**config.mk**
```make
export PLATFORM = sky130hd
export DESIGN_NAME = archive_filename_id_hash
export DESIGN_NICKNAME = d
export VERILOG_FILES = /design/src/rtl/core/afih_pkg.sv /design/src/rtl/core/afih_in_stage.sv /design/src/rtl/core/afih_hash_core.sv /design/src/rtl/core/archive_filename_id_hash.sv
export SDC_FILE = /design/constraint.sdc
export NUM_CORES = 1
export LEC_CHECK = 0
export BUFFER_PORTS_ARGS = -buffer_cell sky130_fd_sc_hd__buf_2
export CORE_MARGIN = 2
export CORE_UTILIZATION = 60
export CTS_CLUSTER_SIZE = 20
export DETAILED_ROUTE_END_ITERATION = 12
export PLACE_DENSITY = 0.86
export SLEW_MARGIN = 10
export SYNTH_ARGS = -nofsm -noshare
export SYNTH_HDL_FRONTEND = slang
export SYNTH_SLANG_ARGS = --single-unit
```
**constraint.sdc**
```tcl
create_clock -name clk_i -period 6.4 [get_ports clk_i]
set_clock_uncertainty 0.1 [all_clocks]
set_input_delay 0.64 -clock clk_i [delete_from_list [all_inputs] [get_ports clk_i]]
set_output_delay 0.64 -clock clk_i [all_outputs]
set_load 0.01 [all_outputs]
```
**src/rtl/core/afih_pkg.sv**
```systemverilog
// ----------------------------------------------------------------------------
// afih_pkg
// Types, constants and hash step functions of the filename ID hash.
// ----------------------------------------------------------------------------
`default_nettype none

package afih_pkg;

  localparam logic [31:0] CrcPoly    = 32'hEDB8_8320;
  localparam logic [31:0] CrcInit    = 32'hFFFF_FFFF;
  localparam logic [31:0] CrcXorOut  = 32'hFFFF_FFFF;
  localparam logic [7:0]  LowerA     = 8'h61;
  localparam logic [7:0]  LowerZ     = 8'h7A;
  localparam logic [7:0]  CaseOffset = 8'h20;

  // One name word as held in the input register
  typedef struct packed {
    logic [7:0] name_char;
    logic       is_last;
  } item_t;

  // Both identifiers of one name
  typedef struct packed {
    logic [31:0] crc_id;
    logic [31:0] classic_id;
  } result_t;

  // Upper-case ASCII a..z, pass all else
  function automatic logic [7:0] upcase(input logic [7:0] c);
    logic [7:0] r;
    r = c;
    if (c >= LowerA && c <= LowerZ) begin
      r = c - CaseOffset;
    end
    return r;
  endfunction

  // Reflected CRC-32 over one byte
  function automatic logic [31:0] crc_byte(input logic [31:0] crc, input logic [7:0] b);
    logic [31:0] r;
    r = crc ^ {24'd0, b};
    for (int k = 0; k < 8; k++) begin
      r = (r >> 1) ^ (r[0] ? CrcPoly : 32'd0);
    end
    return r;
  endfunction

  // Rotate left by one and add
  function automatic logic [31:0] rot_add(input logic [31:0] acc, input logic [31:0] w);
    return {acc[30:0], acc[31]} + w;
  endfunction

endpackage

`default_nettype wire

```
**src/rtl/core/afih_in_stage.sv**
```systemverilog
// ----------------------------------------------------------------------------
// afih_in_stage
// Input register: captures one name word and holds it until the core takes it.
// ----------------------------------------------------------------------------
`default_nettype none

module afih_in_stage (
  input  wire logic            clk_i,
  input  wire logic            rst_ni,
  input  wire logic            in_valid_i,
  output logic                 in_stall_o,
  input  wire logic [7:0]      name_char_i,
  input  wire logic            is_last_i,
  input  wire logic            out_free_i,
  output logic                 proc_o,
  output afih_pkg::item_t      item_o
);

  logic            valid_q, valid_d;
  afih_pkg::item_t item_q, item_d;
  logic            load;

  // Hand the held word on unless it is a last word and the result slot is busy
  assign proc_o     = valid_q && (!item_q.is_last || out_free_i);
  assign in_stall_o = valid_q && !proc_o;
  assign load       = !in_stall_o;

  always_comb begin
    valid_d = valid_q;
    item_d  = item_q;
    if (load) begin
      valid_d        = in_valid_i;
      item_d.name_char = name_char_i;
      item_d.is_last   = is_last_i;
    end
  end

  // Control register
  always_ff @(posedge clk_i or negedge rst_ni) begin
    if (!rst_ni) begin
      valid_q <= 1'b0;
    end else begin
      valid_q <= valid_d;
    end
  end

  // Payload register
  always_ff @(posedge clk_i) begin
    item_q <= item_d;
  end

  assign item_o = item_q;

endmodule

`default_nettype wire

```
**src/rtl/core/afih_hash_core.sv**
```systemverilog
// ----------------------------------------------------------------------------
// afih_hash_core
// Running CRC and block state; folds one word per cycle while proc_i is set, pads on the last.
// ----------------------------------------------------------------------------
`default_nettype none

module afih_hash_core (
  input  wire logic            clk_i,
  input  wire logic            rst_ni,
  input  wire logic            proc_i,
  input  wire afih_pkg::item_t item_i,
  output afih_pkg::result_t    result_o
);

  logic [31:0] crc_q, crc_d;
  logic [31:0] classic_q, classic_d;
  logic [31:0] word_q, word_d;
  logic [1:0]  pos_q, pos_d;
  logic [7:0]  first_q, first_d;

  logic [7:0]  c;
  logic [1:0]  pos_n;
  logic [7:0]  first_n;
  logic [31:0] word_n;
  logic [31:0] crc1, pad1, pad2, pad3, crc_fin;
  logic [31:0] classic_rot;

  // Fold the character into both hashes
  assign c       = afih_pkg::upcase(item_i.name_char);
  assign pos_n   = pos_q + 2'd1;
  assign first_n = (pos_q == 2'd0) ? c : first_q;
  assign word_n  = word_q | ({24'd0, c} << {pos_q, 3'b000});
  assign crc1    = afih_pkg::crc_byte(crc_q, c);
  assign classic_rot = afih_pkg::rot_add(classic_q, word_n);

  // Pad a partial block: length mod 4, then copies of the block's first char
  assign pad1 = afih_pkg::crc_byte(crc1, {6'd0, pos_n});
  assign pad2 = afih_pkg::crc_byte(pad1, first_n);
  assign pad3 = afih_pkg::crc_byte(pad2, first_n);

  always_comb begin
    unique case (pos_n)
      2'd1:    crc_fin = pad3;
      2'd2:    crc_fin = pad2;
      2'd3:    crc_fin = pad1;
      default: crc_fin = crc1;
    endcase
  end

  assign result_o.crc_id     = crc_fin ^ afih_pkg::CrcXorOut;
  assign result_o.classic_id = classic_rot;

  // Advance state, drop back to reset values after a name ends
  always_comb begin
    crc_d     = crc_q;
    classic_d = classic_q;
    word_d    = word_q;
    pos_d     = pos_q;
    first_d   = first_q;
    if (proc_i) begin
      if (item_i.is_last) begin
        crc_d     = afih_pkg::CrcInit;
        classic_d = 32'd0;
        word_d    = 32'd0;
        pos_d     = 2'd0;
        first_d   = 8'd0;
      end else begin
        crc_d   = crc1;
        pos_d   = pos_n;
        first_d = first_n;
        if (pos_n == 2'd0) begin
          classic_d = classic_rot;
          word_d    = 32'd0;
        end else begin
          word_d    = word_n;
        end
      end
    end
  end

  always_ff @(posedge clk_i or negedge rst_ni) begin
    if (!rst_ni) begin
      crc_q     <= afih_pkg::CrcInit;
      classic_q <= 32'd0;
      word_q    <= 32'd0;
      pos_q     <= 2'd0;
      first_q   <= 8'd0;
    end else begin
      crc_q     <= crc_d;
      classic_q <= classic_d;
      word_q    <= word_d;
      pos_q     <= pos_d;
      first_q   <= first_d;
    end
  end

endmodule

`default_nettype wire

```
**src/rtl/core/archive_filename_id_hash.sv**
```systemverilog
// A name's last character waits in the input register, then its result word in the result register.
// Throughput: one character per cycle; the CRC byte step and block pack are combinational logic.
// A result waiting under stall holds back only a following last character.
// Reset: asynchronous, active low; hash state returns to all-ones CRC and zero blocks,
// input and result registers empty.
// ----------------------------------------------------------------------------
// archive_filename_id_hash
// Filename ID hash top level: input register, hash core, result register.
// ----------------------------------------------------------------------------
`default_nettype none

module archive_filename_id_hash (
  input  wire logic        clk_i,
  input  wire logic        rst_ni,
  input  wire logic        in_valid_i,
  output logic             in_stall_o,
  input  wire logic [7:0]  name_char_i,
  input  wire logic        is_last_i,
  output logic             out_valid_o,
  input  wire logic        out_stall_i,
  output logic [31:0]      crc_id_o,
  output logic [31:0]      classic_id_o
);

  afih_pkg::item_t   item;
  afih_pkg::result_t result;
  afih_pkg::result_t res_q, res_d;
  logic              out_valid_q, out_valid_d;
  logic              out_free;
  logic              proc;

  assign out_free = !out_valid_q || !out_stall_i;

  afih_in_stage u_in_stage (
    .clk_i       (clk_i),
    .rst_ni      (rst_ni),
    .in_valid_i  (in_valid_i),
    .in_stall_o  (in_stall_o),
    .name_char_i (name_char_i),
    .is_last_i   (is_last_i),
    .out_free_i  (out_free),
    .proc_o      (proc),
    .item_o      (item)
  );

  afih_hash_core u_hash_core (
    .clk_i    (clk_i),
    .rst_ni   (rst_ni),
    .proc_i   (proc),
    .item_i   (item),
    .result_o (result)
  );

  // Load a finished result, clear the slot once the word is taken
  always_comb begin
    out_valid_d = out_valid_q;
    res_d       = res_q;
    if (proc && item.is_last) begin
      out_valid_d = 1'b1;
      res_d       = result;
    end else if (!out_stall_i) begin
      out_valid_d = 1'b0;
    end
  end

  always_ff @(posedge clk_i or negedge rst_ni) begin
    if (!rst_ni) begin
      out_valid_q <= 1'b0;
    end else begin
      out_valid_q <= out_valid_d;
    end
  end

  always_ff @(posedge clk_i) begin
    res_q <= res_d;
  end

  assign out_valid_o  = out_valid_q;
  assign crc_id_o     = res_q.crc_id;
  assign classic_id_o = res_q.classic_id;

endmodule

`default_nettype wire

```
== Word level (Yosys, flattened, before mapping) ==
Cells that the tools add are included.

* Bits in registers: 181

* Muxes and demuxes: 44
* $lt $le $gt $ge: 2
* Eq/ne operators: 4
* Shift-type cells: 1
* Bitwise operators: 38
* Add/subtract/negate cells: 3
* Reduce and logical (&&, ||, !) cells: 14

{| class="wikitable"
|+ Operator list
! operator !! count
|-
| 32-bit 2-to-1 mux || 37
|-
| 31-bit by 32-bit XOR with 32-bit output || 32
|-
| 32-bit one-hot mux with 3 select lines || 1
|-
| 32-bit by 8-bit XOR with 32-bit output || 3
|-
| 32-bit adder || 1
|-
| 32-bit NOT || 1
|-
| 32-bit bitwise OR || 1
|-
| 8-bit by 5-bit left shift with 32-bit output || 1
|-
| 32-bit by 2-bit XOR with 32-bit output || 1
|-
| 8-bit 2-to-1 mux || 3
|-
| 8-bit by 7-bit >= comparator with 1-bit output, second input constant || 1
|-
| 8-bit by 7-bit less-or-equal comparator with 1-bit output, second input constant || 1
|-
| 8-bit by 6-bit subtractor with 8-bit output, second input constant || 1
|-
| 2-bit equality test, second input constant || 2
|-
| 1-bit logical AND || 4
|-
| 1-bit logical NOT || 4
|-
| 2-bit logical NOT || 2
|-
| 2-bit by 1-bit adder with 2-bit output, second input constant || 1
|-
| 2-bit by 1-bit equality test with 1-bit output, second input constant || 1
|-
| 1-bit logical OR || 2
|-
| 1-bit 2-to-1 mux || 2
|-
| 2-bit 2-to-1 mux || 1
|-
| 2-bit by 1-bit inequality test with 1-bit output, second input constant || 1
|-
| 2-bit AND reduction || 1
|-
| 2-bit nonzero test || 1
|}

== Longest topological paths before layout ==
* Depth after elaboration: 73
* Mapped depth: 19
* Gate-level depth less buffers: 19

== By module ==
A second synthesis with hierarchy kept.

* Cell total of the unflattened synthesis: 1097
* Area, all modules: 12562.0 sq um

{| class="wikitable"
|+ Modules (own cells, without submodules)
! module !! cells each !! instances !! area an instance (sq um)
|-
| afih_hash_core || 1014 || 1 || 10259.8
|-
| archive_filename_id_hash || 68 || 1 || 1965.6
|-
| afih_in_stage || 15 || 1 || 336.6
|}

== Worst setup path before layout ==
No wires, ideal clock.

* Path kind: register to register
* Start: register u_in_stage.item_q (netlist bit u_in_stage.item_o[5])
* End: register res_q (netlist bit crc_id_o[3]), data pin
* Setup slack: 1.520 ns
* Cell stages (with the launch flop): 16
* Data required time: 6.162 ns
* Arrival time: 4.642 ns
* Path through: edfxtp_1 -> buf_6 -> or3_1 -> o31a_2 -> a41oi_4 -> xnor2_4 -> xor2_2 -> xnor3_1 -> xnor2_1 -> xor3_2 -> xor2_4 -> xnor2_2 -> xor3_1 -> a222oi_1 -> nor2_1 -> nor2_1

{| class="wikitable"
|+ RTL lines
! element !! line !! text
|-
| from (decl) || afih_in_stage.sv:20 || <nowiki>afih_pkg::item_t item_q, item_d;</nowiki>
|-
| from (signal assigned) || afih_in_stage.sv:49 || <nowiki>item_q <= item_d;</nowiki>
|-
| to (signal assigned) || archive_filename_id_hash.sv:75 || <nowiki>res_q <= res_d;</nowiki>
|-
| to (decl) || archive_filename_id_hash.sv:27 || <nowiki>afih_pkg::result_t res_q, res_d;</nowiki>
|}

==> summary.md <==
| Metric | Value |
|---|---|
| Result of the run | `complete, no violations` |
| Standard-cell rows | `between 50 and 60` |
| Worst Setup SP | `u_in_stage.item_o[5]` |
| Total clock buffers created by CTS | `17` |
| 1st-iter DRT viols | `slightly above 800` |
| Number of hold violations in the final report | `0` |
| Clock latency on the worst-skew pair | `roughly 450 ps` |
| Filler instances | `1574` |
| Maximum clock frequency | `180.2 MHz` |
| Share of async-settable or async-resettable flops after synthesis | `between 50% and 60%` |
| Via count of the first global-routing pass | `roughly 9300` |
| Placed Cells | `1471` |
| Area fraction in and, or, nand and nor cells after synthesis | `6.557%` |
| CTS root buf | `sky130_fd_sc_hd__clkbuf_16` |
| Proportion of synthesized area in mux cells | `less than 1%` |
| Worst Setup End Kind | `flip-flop` |
| Post-CTS setup buffer count | `0` |
| Initial Utilization | `about three fifths` |
| Routed Antenna Nets | `0` |
| Main flop type after synthesis | `sky130_fd_sc_hd__dfrtp_1` |
| Layout overhead on the synthesized area | `10.79%` |
| Register area | `roughly 4900 µm²` |
| Final Critical Period | `about 5600 ps` |
| Count of synthesis-stage warnings from yosys | `0` |
| Syn avg cell area | `11.19 µm²` |
| Leading post-synthesis cells by instance count | `sky130_fd_sc_hd__xnor2_1, sky130_fd_sc_hd__nor2_1, sky130_fd_sc_hd__dfrtp_1` |
| Floorplan die width | `between 100 and 150 µm` |
| Residual DRC count | `0` |
| Share of post-route cells with drive strength above 1 | `about a fifth` |
| Count of input and output buffers | `between 70 and 80` |
| RSZ-0062 raised after global routing | `false` |
| CP max stage delay | `roughly 580 ps` |
| Dominant cell type by area after synthesis | `sky130_fd_sc_hd__edfxtp_1` |
| Top cell type's share of synthesized area | `roughly 17%` |
| CP dominant cell by count | `sky130_fd_sc_hd__nor2_1` |
| Number of H-tree levels | `4` |
| Area of the core | `about 21000 µm²` |
| CTS tree | `built` |
| Type of the tightest min-delay check | `primary input to asynchronous set/reset pin` |
| Post-Syn Area | `about 13000 µm²` |
| Cell type group with the largest total delay on the critical path | `XOR/XNOR gates` |
| Clock sink total | `approximately 180` |
| Net count of the mapped netlist | `~1200` |
| Die outline height | `149.8 µm` |
| Aggregate negative setup slack | `0 ps` |
| Sort of element at the start of the critical path | `flip-flop` |
| Adder and majority gate portion of the synthesized area | `3.691%` |
| Most used standard cell by instance count after synthesis | `sky130_fd_sc_hd__xnor2_1` |
| Maximum number of pins on one net before global-route repair | `71` |
| Half-perimeter wire length after placement | `about 25 mm` |
| EDFF count, synth | `73` |
| Relative slew margins | `approximately two fifths` |
| Critical Path Slowest Stage Cell | `sky130_fd_sc_hd__edfxtp_1` |
| Pins over their slew limit | `0` |
| Sequential cell area fraction in the yosys report | `38.71%` |
| Count of endpoints failing setup in the final report | `0` |
| Total die area | `between 20000 and 25000 µm²` |
| GP Congestion | `0.9789` |
| Cells along the critical path | `or3_1, o31a_2, a41oi_4, buf_4, xnor2_4, xor2_2, xnor3_1, xnor2_1, xor3_2, xor2_4, xnor2_2, xor3_1, a222oi_1, nor2_1, nor2_1` |
| Area used by multi-input combinational logic | `between 7000 and 8000 µm²` |
| Final cell utilization of the core | `about two thirds` |
| Dominant combinational cell family by area after synthesis | `XOR/XNOR gates` |
| Arrival time of data at the critical path endpoint | `5750 ps` |
| Count of buffering cells on the critical path with inverters included | `1` |
| Iteration count of the initial detailed-routing pass | `6` |
| Vias per inst | `about 6.1` |
| Hold-fix buffers, CTS | `0` |
| Post-cts sizing count | `0` |
| Number of max-capacitance violations reported | `0` |
| Total track usage | `32.13%` |
| Final global-route overflow total | `0` |
| Synthesized-area fraction occupied by ao, oa, aoi and oai cells | `around 17%` |
| Max Fanout on Critical Path | `8` |
| Startpoint of the worst-slack reg-to-reg timing path | `u_in_stage.item_o[5]` |
| Number of distinct library cell variants in the gate-level netlist after synthesis | `70` |
| Initial antenna violation count | `0` |
| Critical path class | `flip-flop to flip-flop` |
| Gate count after technology mapping | `1139` |
| Final Routed Wirelength | `34.58 mm` |
| Number of standard cells in the layout, taps in and fillers out | `roughly 1500` |
| Critical path required time | `6600 ps` |
| Post-Synth XOR/XNOR Area | `31.12%` |
| Least-Margin Pin Slew | `slightly above 900 ps` |
| Layout net count | `about 1300` |
| Post-DR wirelength/cell | `~23 µm` |
| Period Utilization, post-route | `86.73%` |
| Vias | `9201` |
| I/O pin count | `79` |
| Clock-pin transition on the worst setup and hold timing paths | `~80 ps` |
| Number of storage elements in the synthesis netlist | `approximately 180` |
| Cell types with the largest area share after synthesis | `sky130_fd_sc_hd__edfxtp_1, sky130_fd_sc_hd__dfrtp_1, sky130_fd_sc_hd__xnor2_1` |
| Max Root-Sink Buffers | `2` |
| First-pass GRT wire length | `~54 mm` |
| Number of antenna diodes | `0` |
==> cell families (layout without fill, tap and decap cells) <==
group	Yosys count	count (layout)
XOR/XNOR	350	350
flip-flops	181	181
buffers and inverters	78	167
AO/OA/AOI/OAI	302	302
AND/OR/NAND/NOR	184	184
adder cells (fa/ha/maj)	37	37
multiplexers	7	7
==> flip-flops by register name, indices dropped and copies added (netlist names) <==
signal,cells
u_in_stage.valid_q,1
classic_id_o,32
u_in_stage.item_o,9
u_hash_core.pos_q,2
out_valid_o,1
crc_id_o,32
u_hash_core.crc_q,32
u_hash_core.classic_q,32
u_hash_core.word_q,32
u_hash_core.first_q,8
==> cells in the final DEF (no fill, tap or decap), drive strengths merged, types with 5 or more instances in the layout <==
| cell type | synthesis | layout |
|---|---|---|
| a31oi | 8 | 8 |
| mux2i | 6 | 6 |
| clkinv | 1 | 5 |
| o211a | 11 | 11 |
| a21o | 43 | 43 |
| or3 | 6 | 6 |
| a21boi | 5 | 5 |
| a221oi | 20 | 20 |
| o21a | 6 | 6 |
| dfrtp | 76 | 76 |
| a21oi | 62 | 62 |
| buf | 11 | 108 |
| clkbuf | 40 | 17 |
| nor2b | 12 | 12 |
| xnor2 | 245 | 245 |
| ha | 36 | 36 |
| nand3 | 5 | 5 |
| nor2 | 86 | 86 |
| xnor3 | 10 | 10 |
| and3 | 5 | 5 |
| dfstp | 32 | 32 |
| xor2 | 91 | 91 |
| o22a | 8 | 8 |
| a22oi | 8 | 8 |
| nand2 | 44 | 44 |
| inv | 26 | 34 |
| nor3 | 6 | 6 |
| edfxtp | 73 | 73 |
| a22o | 35 | 35 |
| nand2b | 5 | 5 |
| o21ai | 66 | 66 |
==> per-stage QoR <==
stage,instance area (µm²),setup WS (ps),hold slack [ps]
3_5_place_dp,13490,920.5,364.6
5_1_grt,14120,589.7,111.9
6_report,14120,849.3,72.68
4_1_cts,14120,895.4,82.45
3_3_place_gp,13490,1037,360.1
2_1_floorplan,12750,1520,244.4
==> layer usage <==
metal	vias to the layer above	global-route usage, %	wire length (µm)
met3	79	5.030	1956
met1	4567	42.54	14440
met4	0	13.07	1250
met2	371	53.05	16930
met5	-	0	0
li1	4184	-	-
==> final timing paths <==
path | endpoint | slack (ps) | cells past startpoint
max | crc_id_o[3] | 850 | 15
min | u_hash_core.classic_q[25] | 70 | 1
max reg2reg | crc_id_o[3] | 850 | 15
min reg2reg | u_hash_core.first_q[0] | 380 | 2
max in group asynchronous | u_hash_core.first_q[7] | 4790 | 2
min in group clk_i | u_in_stage.item_o[0] | 270 | 1
==> area by class of cell <==
class	count	share of cell area (%)
Tap cell	275	2.436
Clock buffer	17	3.012
Multi-Input combinational cell	880	53.03
Sequential cell	181	34.94
Inverter	27	0.7176
Clock inverter	15	1.488
Timing Repair Buffer	108	4.377
Power is left out: the tool's default activity adds up to more than one toggle a clock period on the data nets, which glitch-free logic cannot reach.
